==> config.mk <==
export PLATFORM = sky130hd
export DESIGN_NAME = fmrc_outbuf
export DESIGN_NICKNAME = d
export VERILOG_FILES = /design/src/sv/fmrc_pkg.sv /design/src/sv/fmrc_outbuf.sv
export SDC_FILE = /design/constraint.sdc
export NUM_CORES = 1
export LEC_CHECK = 0
export ABC_AREA = 0
export BUFFER_PORTS_ARGS = -buffer_cell sky130_fd_sc_hd__clkbuf_2
export CORE_ASPECT_RATIO = 0.7
export CORE_MARGIN = 2
export CORE_UTILIZATION = 49
export DETAILED_ROUTE_END_ITERATION = 10
export HOLD_SLACK_MARGIN = 0.12
export PLACE_DENSITY = 0.76
export SYNTH_ARGS = -nofsm -noshare
export SYNTH_HDL_FRONTEND = slang
export SYNTH_SLANG_ARGS = --single-unit
==> constraint.sdc <==
create_clock -name i_clk -period 10 [get_ports i_clk]
set_clock_uncertainty 0.05 [all_clocks]
set_input_delay 1.5 -clock i_clk [delete_from_list [all_inputs] [get_ports i_clk]]
set_output_delay 1.5 -clock i_clk [all_outputs]
set_load 0.1 [all_outputs]
==> src/sv/fmrc_pkg.sv <==
// Shared types and constants for the factor-model residual cokurtosis core.
// Used by fmrc_outbuf and factor_model_residual_cokurtosis_core.
// No dependencies.
`default_nettype none

package fmrc_pkg;

    // Table geometry
    localparam int MAX_ASSETS = 16;
    localparam int IDX_W      = $clog2(MAX_ASSETS);
    localparam int COV_DEPTH  = MAX_ASSETS * MAX_ASSETS;
    localparam int COV_AW     = 2 * IDX_W;

    // Field widths
    localparam int OP_W    = 2;
    localparam int VAL_W   = 32;
    localparam int CFG_W   = 5;
    localparam int PROD_W  = 64;
    localparam int ACC_W   = 68;
    localparam int POS_W   = 16;
    localparam int POS_T_W = IDX_W + CFG_W;
    localparam int POS_U_W = POS_T_W + CFG_W;

    // Stream widths
    localparam int S_TDATA_W = 4 * IDX_W + 3 * VAL_W;
    localparam int S_TUSER_W = OP_W;
    localparam int M_TDATA_W = PROD_W + POS_W;
    localparam int M_TUSER_W = 2;

    localparam logic [CFG_W-1:0] ASSET_COUNT_RESET = CFG_W'(MAX_ASSETS);

    // Operation codes
    localparam logic [OP_W-1:0] OP_LOAD_MOMENT = 2'd0;
    localparam logic [OP_W-1:0] OP_LOAD_COV    = 2'd1;
    localparam logic [OP_W-1:0] OP_COMPUTE     = 2'd2;

    // Term weights
    localparam int ALL_EQUAL_WEIGHT   = 6;
    localparam int THREE_EQUAL_WEIGHT = 3;

    // Index equality pattern of a compute item
    typedef enum logic [2:0] {
        PAT_NONE     = 3'd0,
        PAT_ALL      = 3'd1,
        PAT_THREE    = 3'd2,
        PAT_TWO_PAIR = 3'd3,
        PAT_ONE_PAIR = 3'd4
    } t_pattern;

    // One result item
    typedef struct packed {
        logic                    saturated;
        logic                    index_error;
        logic [POS_W-1:0]        flat_position;
        logic signed [PROD_W-1:0] element_value;
    } t_result;

endpackage

`default_nettype wire

==> src/sv/fmrc_outbuf.sv <==
// Output register with skid stage: decouples the pipeline from the receiver.
// Depends on fmrc_pkg (t_result).
`default_nettype none

module fmrc_outbuf (
    input  wire logic             i_clk,
    input  wire logic             i_rst_n,
    input  wire logic             i_up_valid,
    output logic                  o_up_ready,
    input  wire fmrc_pkg::t_result i_up_item,
    output logic                  o_dn_valid,
    input  wire logic             i_dn_ready,
    output fmrc_pkg::t_result     o_dn_item
);

    logic              r_out_valid;
    logic              r_skid_valid;
    fmrc_pkg::t_result r_out;
    fmrc_pkg::t_result r_skid;
    logic              n_out_valid;
    logic              n_skid_valid;
    logic              w_load_out;
    logic              w_load_skid;
    logic              w_from_skid;

    // next-state of the two slots
    always_comb begin
        n_out_valid  = r_out_valid;
        n_skid_valid = r_skid_valid;
        w_load_out   = 1'b0;
        w_load_skid  = 1'b0;
        w_from_skid  = 1'b0;
        if (r_skid_valid) begin
            if (i_dn_ready) begin
                w_load_out   = 1'b1;
                w_from_skid  = 1'b1;
                n_skid_valid = 1'b0;
            end
        end else if (i_up_valid) begin
            if (!r_out_valid || i_dn_ready) begin
                w_load_out  = 1'b1;
                n_out_valid = 1'b1;
            end else begin
                w_load_skid  = 1'b1;
                n_skid_valid = 1'b1;
            end
        end else if (i_dn_ready) begin
            n_out_valid = 1'b0;
        end
    end

    always_ff @(posedge i_clk) begin
        if (!i_rst_n) begin
            r_out_valid  <= 1'b0;
            r_skid_valid <= 1'b0;
        end else begin
            r_out_valid  <= n_out_valid;
            r_skid_valid <= n_skid_valid;
        end
    end

    // payload slots
    always_ff @(posedge i_clk) begin
        if (w_load_out) begin
            r_out <= w_from_skid ? r_skid : i_up_item;
        end
        if (w_load_skid) begin
            r_skid <= i_up_item;
        end
    end

    assign o_up_ready = !r_skid_valid;
    assign o_dn_valid = r_out_valid;
    assign o_dn_item  = r_out;

endmodule

`default_nettype wire

# == After elaboration in Yosys (flattened, before gate mapping) ==
# Cells that the tools add are included.
# op_classes
add_sub_neg,0
multipliers,0
div_mod_pow,0
magnitude_cmp,0
eq_ne,1
shift,0
n_mux,14
bitwise,1
n_reduce_logical,5
# ops
operator,count
82-bit two-way mux,1
1-bit two-way mux,13
3-bit AND reduction,1
1-bit logical NOT,2
2-bit by 1-bit inequality test with 1-bit output (second input constant),1
2-bit nonzero test,1
1-bit logical OR,1
1-bit inverter,1
# word_totals
register_bits,166
latch_bits,0
mem_bits_rw,0
mem_bits_ro,0
output_inout_bits,84
mem_count,0

# == Depth between registers and ports, before layout ==
# logic_depth
depth_word,5
depth_mapped,3
mapped_depth_nobuf,2

# == Least setup slack after synthesis ==
# No wires, ideal clock.
# synth_timing
path_kind,in2reg
startpoint,input i_up_valid
endpoint,register r_skid[0] in the netlist's numbering (enable)
arrival_time_ps,7164
setup_slack_ps,2164
path_stages,2
path_buffers,0
cell_sequence,nand2_1 nor3_1
# synth_via
elab_chain_len,2
# synth_rtl
item,line_no,text
"start, declared",fmrc_outbuf.sv:8,"input wire logic i_up_valid,"
1-bit two-way mux,fmrc_outbuf.sv:39,end else if (i_up_valid) begin
1-bit two-way mux,fmrc_outbuf.sv:33,if (r_skid_valid) begin
net w_load_skid,fmrc_outbuf.sv:23,logic w_load_skid;
"end signal, assigned",fmrc_outbuf.sv:68,r_skid <= i_up_item;
"end, declared",fmrc_outbuf.sv:19,fmrc_pkg::t_result r_skid;
# The timed path passes the listed nets, and every way through them passes these cells.
# A chain may end at the register's enable or synchronous reset.

# == Worst setup path in the final report ==
# layout_timing
startpoint,register r_skid_valid
endpoint,output o_up_ready
# layout_via
elab_chain_len,1
# layout_rtl
item,line_no,text
"start, declared",fmrc_outbuf.sv:17,logic r_skid_valid;
"start signal, assigned",fmrc_outbuf.sv:58,r_skid_valid <= n_skid_valid;
1-bit logical NOT,fmrc_outbuf.sv:72,assign o_up_ready = !r_skid_valid;
"end, declared",fmrc_outbuf.sv:9,"output logic o_up_ready,"
# No other way between the ends.

==> flow_summary.json <==
{
  "synth_cell_types": 16,
  "drv_cap": 0,
  "synth_area_leader_cell": "edfxtp_1",
  "post_drt_wl_per_cell_um": 17.7,
  "place_inst": 592,
  "worstPathMaxFanout": 7,
  "grt_util_met2_pct": 26.2,
  "drc": 0,
  "syn_to_final_growth_pct": 24.4,
  "fmax_ghz": 0.341,
  "period_minus_slack_ns": 2.93,
  "die_area_um2": 13400,
  "path_clk_slew_ns": 0.06,
  "crit_start": "r_skid_valid",
  "worst_pin_slew_ns": 1.16,
  "hold_viol_final": 0,
  "postSynthCellCount": 268,
  "final.setup.tns_ns": 0,
  "n_fill_cell": 908,
  "start_util_pct": 49.6,
  "synth_top_cell_area_share_pct": 80.8,
  "grt_use_met3_pct": 9.39,
  "grt_pass1_wl_um": 17000,
  "cp.arrival_ns": 1.38,
  "worstHoldPathType": "flop to flop",
  "clk_latency_ns": 0.42,
  "final_cells": 624,
  "rows": 34,
  "cts_max_level": 4,
  "port_buffers": 169,
  "p_leak_uw": 0.00293,
  "place_congestion": 0.745,
  "vias": 3108,
  "antenna_left": 0,
  "maxSlewViolCount": 0,
  "timing.rr.start": "r_skid_valid",
  "synth_seq_cells": 166,
  "coreArea_um2": 12300,
  "cts_setup_buffers": 0,
  "clock_sinks": 166,
  "drt_iter0_drc": 154,
  "netlist_top_cells_area": "edfxtp_1, mux2_2, clkbuf_8",
  "hold_buffers": 0,
  "post-route-period-util_pct": 29.3,
  "crit_path_end_kind": "primary output",
  "fin_total_pwr_uw": 1670,
  "drive_above_1_share_pct": 61.7,
  "clock_path_buffers": 2,
  "routed_wl_um": 11000,
  "rsz0062_at_grt": "no",
  "root_buffer": "clkbuf_16",
  "grt_pass1_vias": 3263,
  "die_w_um": 137,
  "syn-cell-area_um2": 6100,
  "yosysWarningCount": 0,
  "vias_per_cell": 4.98,
  "start_kind": "flop",
  "antenna_found_initial": 0,
  "nets": 535,
  "die-height_um": 97.3,
  "slew_headroom_pct": 22.5,
  "ios": 170,
  "globalRouteOverflowTotal": 0,
  "setup_viol": 0,
  "min_from": "o_dn_valid",
  "yosysSeqAreaShare_pct": 81.4,
  "status": "finished clean",
  "crit_required_ns": 8.45,
  "track_usage_pct": 17.2,
  "grt_max_degree": 83,
  "cellPowerDensity_nw_per_um2": 220,
  "busiest_layer": "met2",
  "cts-buffers-inserted": 17,
  "diodes": 0,
  "place_hpwl_um": 7020,
  "dr.pass1.iters": 4,
  "postSynthAreaPerCell_um2": 22.8,
  "ctsResizeCount": 0,
  "grt_use_met1_pct": 20.9,
  "cts_tree": "built",
  "synth_nets": 354,
  "critPathKind": "flop to primary output",
  "vdd_ir_drop_max_mv": 0.115
}
placed cells by master (no fill, tap or decap):
master and count:
inv_6 3, nor2_1 1, inv_8 1, clkbuf_1 1, nand2_4 1, buf_4 1, nor3_2 1, nand2b_1 1
clkinv_2 2, clkbuf_16 17, mux2_2 75, dfxtp_1 2, clkinv_4 1, o21ai_0 1, mux2_4 7, nand3b_1 1
and2b_2 1, inv_1 1, clkinv_1 2, edfxtp_1 164, clkinvlp_4 5, o22a_4 1, clkbuf_2 169, nand2_1 2
a21oi_1 1
flip-flops by register name (all words and copies together), names as in the netlist:
name	cells
r_skid	82
r_skid_valid	1
o_dn_valid	1
o_dn_item	82
per-layer routing:
layer / wire [um] / vias up
li1: - / 1435
met1: 4690 / 1544
met2: 5000 / 121
met3: 1230 / 8
met4: 108 / 0
met5: 0 / -
per-stage QoR:
stage | instance area (um^2) | hold WS (ns) | util (%) | worst slack [ns]
4_1_cts | 7590 | 0.459 | 61.7 | 7.04
5_1_grt | 7590 | 0.509 | 61.7 | 7.01
6_report | 7590 | 0.454 | 61.7 | 7.07
2_1_floorplan | 6100 | 0.475 | - | 2.16
3_3_place_gp | 7060 | 0.426 | 57.4 | 6.75
3_5_place_dp | 7060 | 0.450 | 57.4 | 6.71
Yosys cell counts:
cell type	number
nor2_1	1
dfxtp_1	2
nand2_1	2
a21oi_1	1
edfxtp_1	164
nor3_1	1
and2b_2	1
o22a_2	1
nand3b_1	1
mux2_4	7
inv_1	1
clkbuf_8	8
o21ai_0	1
mux2_2	75
nand2_4	1
nand2b_1	1
where the power goes:
| group | switching (uW) | total (uW) | internal [uW] |
|---|---|---|---|
| clock network | 268 | 587 | 319 |
| logic | 222 | 267 | 44.6 |
| registers | 9.45 | 817 | 808 |
final timing paths:
check | to | slack [ns] | cells past startpoint
setup / recovery | o_up_ready | 7.07 | 2
hold / removal | o_dn_valid | 0.45 | 2
setup reg to reg | o_dn_item[28] | 7.97 | 2
hold reg to reg | o_dn_valid | 0.45 | 2
area by class of cell:
class	count	area, um^2	area share, %
repair buffers	170	853	11.2
clock buffers	18	429	5.66
inverters	1	3.75	0.0495
flip-flops and latches	166	4960	65.4
multi-input cells	93	1030	13.6
clock inverters	14	101	1.34
well taps	162	203	2.67
critical path, cell delays in order, from the launching register on:
cell and delay [ns]:
dfxtp_1 0.49, inv_1 0.10, clkbuf_2 0.38
cells by family after synthesis:
family,synth area share (%)
AND/OR/NAND/NOR,0.821
buffers and inverters,1.87
AO/OA/AOI/OAI,0.328
multiplexers,15.6
flip-flops,81.4
Power figures use the tool's default switching activity.
