--- src/sv/fmrc_ram.sv ---
// Generic RAM: one write port, two read ports with registered read data.
// No dependencies.
`default_nettype none

module fmrc_ram #(
    parameter int WIDTH = 32,
    parameter int DEPTH = 16
) (
    input  wire logic                     i_clk,
    input  wire logic                     i_we,
    input  wire logic [$clog2(DEPTH)-1:0] i_waddr,
    input  wire logic [WIDTH-1:0]         i_wdata,
    input  wire logic                     i_re,
    input  wire logic [$clog2(DEPTH)-1:0] i_raddr_a,
    input  wire logic [$clog2(DEPTH)-1:0] i_raddr_b,
    output logic      [WIDTH-1:0]         o_rdata_a,
    output logic      [WIDTH-1:0]         o_rdata_b
);

    logic [WIDTH-1:0] r_mem [DEPTH];
    logic [WIDTH-1:0] r_rdata_a;
    logic [WIDTH-1:0] r_rdata_b;

    // write port
    always_ff @(posedge i_clk) begin
        if (i_we) begin
            r_mem[i_waddr] <= i_wdata;
        end
    end

    // read ports, old data on a same-address write
    always_ff @(posedge i_clk) begin
        if (i_re) begin
            r_rdata_a <= r_mem[i_raddr_a];
            r_rdata_b <= r_mem[i_raddr_b];
        end
    end

    assign o_rdata_a = r_rdata_a;
    assign o_rdata_b = r_rdata_b;

endmodule

`default_nettype wire

--- config.mk ---
export PLATFORM = sky130hd
export DESIGN_NAME = fmrc_ram
export DESIGN_NICKNAME = d
export VERILOG_FILES = /design/src/sv/fmrc_ram.sv
export SDC_FILE = /design/constraint.sdc
export NUM_CORES = 1
export LEC_CHECK = 0
export BUFFER_PORTS_ARGS = -buffer_cell sky130_fd_sc_hd__buf_2
export CORE_ASPECT_RATIO = 0.7
export CORE_MARGIN = 2
export CORE_UTILIZATION = 50
export DETAILED_ROUTE_END_ITERATION = 10
export PLACE_DENSITY_LB_ADDON = 0.3
export SKIP_LAST_GASP = 1
export SLEW_MARGIN = 30
export SYNTH_ARGS = -nofsm -noshare
export SYNTH_HDL_FRONTEND = slang
export SYNTH_SLANG_ARGS = --single-unit
--- constraint.sdc ---
create_clock -name i_clk -period 6.75 [get_ports i_clk]
set_input_delay 0 -clock i_clk [delete_from_list [all_inputs] [get_ports i_clk]]
set_output_delay 0 -clock i_clk [all_outputs]
set_load 0.005 [all_outputs]
# Yosys cells after proc, flatten, opt, wreduce, memory -nomap -nowiden
# Memories as Yosys holds them, arrays and structs flattened. A register that Yosys moved wholly into a read port is not among the register bits.
# Index checks and enable logic that the tools add are counted.
# op_classes
n_mux	2
# op_table
cell	count
1-bit two-way mux	2
# word_totals
ff_bits	0
ramBits	512
input_bits	47
n_memories	1
# memory_table
name	depth	width	rd	rd_clocked_by_memory_dff	write_ports	line	rtl
r_mem	16	32	2	2	1	20	logic [WIDTH-1:0] r_mem [DEPTH];

# Depth between registers and ports, before layout
# Gate-level depths: netlist (run 1).
# logic_depth
word_depth	2
mapped_depth	5

# Worst setup path after synthesis (run 1)
# No wires, ideal clock.
# synth_timing
kind	input port to flip-flop
start	input i_waddr[2]
end	memory r_mem[0][0] (enable)
setup_ns	0.461
arrival_ns	2.718
required_time_ns	6.289
path_slack_ns	3.570
path_stages	2
path_cell_list	or3b_2 > nor3_1
# synth_lines
element	line	rtl
from (decl)	11	input wire logic [$clog2(DEPTH)-1:0] i_waddr,
to (decl)	20	
# No word-level cell before the write port.

# Worst setup path in the final report (run 1)
# layout_timing
start	input i_waddr[2]
end	memory r_mem[3][17] (enable)
# No word-level cell before the write port.

==> results.json, run 1 <==
{
  "slew_viol_final": 0,
  "final_hold_viol_count": 0,
  "drt.antenna.violating_nets": 0,
  "num_io_pins": 111,
  "layout.cells.most_common": "sky130_fd_sc_hd__edfxtp_1",
  "count_of_cell_types_in_the_netlist": 16,
  "path_max_fanout": 29,
  "worst_slew_pin_slew_ps": 838,
  "fraction_of_final_layout_cells_with_drive_strength_greater_than_1": 0.374,
  "drv_cap": 0,
  "fillerInstances": 3639,
  "rsz0062_at_grt": "no",
  "hold_slack_ps": 176,
  "routed_wl_um": 61000,
  "power_per_cell_area_mw_per_mm2": 272,
  "synth_seq_area_share": 0.697,
  "slowest_delay_ps": 690,
  "grt_max_degree": 113,
  "setup.worst_path.class": "in -> reg",
  "die_x_um": 270,
  "cp-start-kind": "input pin",
  "worst_path_max_delay_cell": "sky130_fd_sc_hd__dlygate4sd3_1",
  "postCtsResizedCells": 0,
  "fin_tns_setup_ps": 0,
  "worstSetupEndpointType": "register",
  "drc": 0,
  "post_layout_min_period_ps": 2450,
  "die_h_um": 190,
  "synthesis.nets": 1188,
  "numClockSinks": 576,
  "fin_worst_skew_ps": 22.1,
  "critical_path_arrival_ps": 2650,
  "r2r_cells": 3,
  "clk_pin_slew_ps": 60,
  "grt_first_pass_wirelength_um": 89800,
  "timing.critical_path.cells": "dlygate4sd3_1, buf_2, or3b_2, dlygate4sd3_1, nor2_4, buf_4",
  "synthesis.instances": 1141,
  "layout_common_cells": "576 x sky130_fd_sc_hd__edfxtp_1, 256 x sky130_fd_sc_hd__mux4_2, 128 x sky130_fd_sc_hd__a22oi_1",
  "hold_buffers": 35,
  "total_of_flip_flops_plus_latches_after_synthesis": 576,
  "netlist_area_mm2": 0.0248,
  "vdd_ir_drop_max_uv": 192,
  "fp-row-count": 68,
  "synth_top_cells_by_area": "sky130_fd_sc_hd__edfxtp_1 70%, sky130_fd_sc_hd__mux4_2 23%, sky130_fd_sc_hd__a22oi_1 3.9%, sky130_fd_sc_hd__nand2_1 0.98%, sky130_fd_sc_hd__clkbuf_1 0.59%",
  "net_count_of_the_finished_layout": 1336,
  "detailed_place_hpwl_um": 30000,
  "crit_path_frequent_cell": "sky130_fd_sc_hd__dlygate4sd3_1",
  "cp_data_required_time_ps": 6950,
  "power.leakage_nw": 9.13,
  "number_of_vias_in_the_routed_layout": 13107,
  "clockBufferDepth": 3,
  "global_route.overflow_total": 0,
  "status": "finished, final reports clean",
  "cts.root.buffer_cell": "sky130_fd_sc_hd__clkbuf_16",
  "synth.avg_cell_area_um2": 21.8,
  "start_util": 0.505,
  "first_global_vias": 13685,
  "drt-initial-drc-count": 1648,
  "fmax_achieved_mhz": 408,
  "routedWlPerCell_um": 30.6,
  "numCtsBuffers": 54,
  "grt.total_usage": 0.242,
  "grt_antenna_before_repair": 2,
  "area.growth.synth_to_final_pct": 14.4,
  "via_per_inst": 6.56,
  "timing.final.crit_share": 0.363,
  "slew_headroom": 0.441,
  "detail_route.first_pass.iterations": 5,
  "post-synth-top-area-fraction": 0.697,
  "die-area_mm2": 0.0515,
  "netlist.top_cell.by_area": "sky130_fd_sc_hd__edfxtp_1",
  "cts_tree": "done",
  "hp-class": "in -> reg",
  "yosysWarningCount": 0,
  "hold_depth": 4,
  "postCtsSetupBuffers": 0,
  "ctsHtreeMaxLevel": 2,
  "setup_viol_count_final": 0,
  "floorplan.core_area_mm2": 0.0492,
  "place_congestion": 0.732,
  "port_buffer_count": 110,
  "clock_insertion_delay_worst_skew_ps": 590
}
==> area by class of cell <==
class / count / area, um2 / area share
clock inverters: 30 / 289 / 0.0102
clock buffers: 67 / 1460 / 0.0515
well taps: 665 / 832 / 0.0293
flip-flops and latches: 576 / 17300 / 0.609
multi-input cells: 479 / 7280 / 0.256
repair buffers: 178 / 1240 / 0.0436
diodes: 2 / 5.00 / 0.000176
==> report_power, final <==
part,total [mW],switching (mW),internal (mW)
clock network,3.04,1.28,1.76
logic,0.582,0.320,0.262
registers,4.09,0.0414,4.05
total,7.71,1.65,6.07
==> cell families after synthesis <==
family                 count (synthesis)  share of synthesized area
flip-flops                           576                      0.697
multiplexers                         256                      0.232
AO/OA/AOI/OAI                        128                     0.0387
AND/OR/NAND/NOR                       95                     0.0159
buffers and inverters                 86                     0.0165
==> state kept, by name, indices dropped and copies added (netlist names) <==
signal     count
r_mem        512
o_rdata_a     32
o_rdata_b     32
==> critical path: cells and delay by family <==
kind / cells / cell delay (ps)
buffers and inverters: 4 / 1950
and+or+nand+nor: 2 / 670
==> synthesized netlist by cell type (all sizes together) <==
master / number
nand2: 65
and2: 2
or3b: 1
nand2b: 2
nand3: 1
nor2: 14
mux4: 256
clkbuf: 39
nor3: 4
nor2b: 4
a22oi: 128
nand3b: 2
edfxtp: 576
buf: 47
==> final timing paths <==
kind	startpoint	end	slack, ps
min	i_raddr_a[0]	o_rdata_a[29]$_DFFE_PP_	180
max	i_waddr[2]	r_mem[3][17]$_DFFE_PP_	4300
min reg2reg	r_mem[15][14]$_DFFE_PP_	o_rdata_a[14]$_DFFE_PP_	770
max reg2reg	r_mem[2][17]$_DFFE_PP_	o_rdata_a[17]$_DFFE_PP_	5230
==> per-stage QoR <==
| stage | utilization | cell area (um2) | power, mW | worst slack (ps) | instances |
|---|---|---|---|---|---|
| final | 0.578 | 28400 | 7.71 | 4300 | 1997 |
| after global placement | 0.534 | 26200 | 4.72 | 4360 | 1861 |
| after detailed placement | 0.534 | 26200 | 4.73 | 4350 | 1861 |
| after global routing | 0.578 | 28400 | 7.95 | 4240 | 1997 |
| after floorplan | - | 24800 | 4.50 | 3570 | 1141 |
| after CTS | 0.576 | 28300 | 7.75 | 4320 | 1993 |
==> metal layers <==
layer	global-route usage	routed length (um)
met1	0.343	24400
met2	0.390	29500
met3	0.0515	5750
met4	0.0578	1320
met5	0	0
Note: power is estimated with default switching activity, not from simulation.
==> run 2, diff against run 1 <==
==> constraint.sdc (replaced) <==
create_clock -name i_clk -period 2.25 [get_ports i_clk]
set_input_delay 0 -clock i_clk [delete_from_list [all_inputs] [get_ports i_clk]]
set_output_delay 0 -clock i_clk [all_outputs]
set_load 0.005 [all_outputs]
==> run 2 against run 1 <==
  * First-iteration DRC count down 5.5%
  * Routed wire length up 4.3%
  * Register-to-register slack worse by 4600 ps
  * Via count up 1.1%
  * Sequential cell count unchanged
  * Non-clock buffer count up 38
  * Power rose to 3.1 times the previous value
  * Clock skew down 13 ps
  * Cell count up 2.1%
  * Sequential share of layout area down 1.6 points
  * Utilization up 1.6 points
  * Setup slack worse by 3600 ps
  * Largest cell class unchanged
  * Highest routed layer unchanged
==> results.json, run 2 (same netlist as run 1, synthesis figures left out) <==
{
  "drt-initial-drc-count": 1558,
  "postCtsSetupBuffers": 0,
  "timing.critical_path.cells": "mux4_2, a22oi_1, nand2_1",
  "crit_family": "multiplexers",
  "place_congestion": 0.779,
  "worst_slew_pin_slew_ps": 1050,
  "die-area_mm2": 0.0515,
  "timing.final.crit_share": 0.709,
  "ctsHtreeMaxLevel": 2,
  "comb_pwr_share": 0.078,
  "hold_buffers": 33,
  "seq_power_share": 0.512,
  "drv_cap": 0,
  "net_switching_power_of_the_design_mw": 5.12,
  "grt_max_degree": 47,
  "setup_viol_count_final": 0,
  "placed_area_mm2": 0.0269,
  "timing.hold.worst.start": "i_raddr_b[2]",
  "slowest_delay_ps": 470,
  "hp-class": "in -> reg",
  "numCtsBuffers": 54,
  "cp-start-kind": "register",
  "first_global_vias": 13869,
  "clock_insertion_delay_worst_skew_ps": 590,
  "worstSetupEndpointType": "register",
  "grt_antenna_before_repair": 1,
  "setup.worst_path.class": "reg -> reg",
  "detailed_place_hpwl_um": 36600,
  "fp-row-count": 68,
  "floorplan.core_area_mm2": 0.0492,
  "number_of_vias_in_the_routed_layout": 13255,
  "layout_common_cells": "576 x sky130_fd_sc_hd__edfxtp_1, 256 x sky130_fd_sc_hd__mux4_2, 128 x sky130_fd_sc_hd__a22oi_1",
  "worst_path_max_delay_cell": "sky130_fd_sc_hd__mux4_2",
  "via_per_inst": 6.50,
  "sw_frac_of_total": 0.213,
  "die_x_um": 270,
  "rsz0062_at_grt": "no",
  "detail_route.first_pass.iterations": 5,
  "routedWlPerCell_um": 31.2,
  "clockBufferDepth": 3,
  "numClockSinks": 576,
  "cp-startpoint": "r_mem[0][19]$_DFFE_PP_",
  "clk_pin_slew_ps": 60,
  "fin_worst_skew_ps": 8.87,
  "vdd_ir_drop_max_uv": 489,
  "die_h_um": 190,
  "totalPowerFinal_mw": 24.0,
  "drc": 0,
  "multi_input_area_mm2": 0.00730,
  "path_max_fanout": 2,
  "port_buffer_count": 110,
  "layout.cells.most_common": "sky130_fd_sc_hd__edfxtp_1",
  "register_with_the_most_flip_flops": "r_mem",
  "slew_viol_final": 0,
  "internal_power_mw": 18.9,
  "final_hold_viol_count": 0,
  "clock_power_share": 0.411,
  "fraction_of_final_layout_cells_with_drive_strength_greater_than_1": 0.402,
  "cts.root.buffer_cell": "sky130_fd_sc_hd__clkbuf_16",
  "start_util": 0.505,
  "fmax_achieved_mhz": 626,
  "drt.antenna.violating_nets": 0,
  "slew_headroom": 0.303,
  "postCtsResizedCells": 0,
  "layout.cell_area.non_filler_mm2": 0.0292,
  "critical_path_arrival_ps": 1890,
  "power.leakage_nw": 9.52,
  "num_io_pins": 111,
  "area.growth.synth_to_final_pct": 17.6,
  "fillerInstances": 3541,
  "net_count_of_the_finished_layout": 1374,
  "post_layout_min_period_ps": 1600,
  "worst_r2r_startpoint": "r_mem[0][19]$_DFFE_PP_",
  "final-seq-area_mm2": 0.0173,
  "worst-path-buf-inv": 0,
  "cp_data_required_time_ps": 2540,
  "status": "finished, final reports clean",
  "largest_register_ff_count": 512,
  "grt.total_usage": 0.251,
  "finalCoreUtilization": 0.594,
  "routed_wl_um": 63600,
  "global_route.overflow_total": 0,
  "power_per_cell_area_mw_per_mm2": 822,
  "grt_first_pass_wirelength_um": 93200,
  "cts_tree": "done"
}
## run 2: power groups by stage
stage | logic, mW | clock network (mW) | registers (mW)
after floorplan | 1.03 | 0 | 12.5
after global placement | 1.80 | 0 | 12.5
after detailed placement | 1.82 | 0 | 12.5
after CTS | 1.88 | 9.99 | 12.3
after global routing | 1.99 | 10.4 | 12.3
final | 1.86 | 9.85 | 12.3
## run 2: path summary, 6_finish.rpt
check                           depth (start not counted)                      end  slack [ps]
worst min-delay path                                    4  o_rdata_b[23]$_DFFE_PP_          90
worst min register to register                          3   o_rdata_a[0]$_DFFE_PP_         780
worst max register to register                          3  o_rdata_b[19]$_DFFE_PP_         650
worst max-delay path                                    3  o_rdata_b[19]$_DFFE_PP_         650
## run 2: routing by layer
layer	vias up	routed length [um]	part of all wire	GRT usage
li1	5397	-	-	-
met1	7048	25100	0.39	0.353
met2	704	30500	0.48	0.400
met3	106	6630	0.10	0.0643
met4	0	1440	0.023	0.0608
met5	-	0	0	0
## run 2: through the flow
step           setup slack, ps  setup TNS [ps]  hold WS (ps)  cells
5_1_grt                    566               0           106   2037
6_report                   654               0          94.9   2039
3_5_place_dp               387               0           394   1903
3_3_place_gp               426               0           382   1903
2_1_floorplan            -58.0           -5570          98.9   1141
4_1_cts                    677               0          79.1   2037
## run 2: final cells by class
type | count | area share
Clock buffer | 62 | 0.0480
Sequential cell | 576 | 0.593
Tap cell | 665 | 0.0285
Antenna cell | 2 | 0.000171
Timing Repair Buffer | 216 | 0.0628
Clock inverter | 39 | 0.0177
Multi-Input combinational cell | 479 | 0.250
## run 2: tightest hold or removal path: stages
cell and delay (ps):
sky130_fd_sc_hd__buf_2 150, sky130_fd_sc_hd__nor2b_4 110, sky130_fd_sc_hd__a22oi_1 180, sky130_fd_sc_hd__nand2_1 60
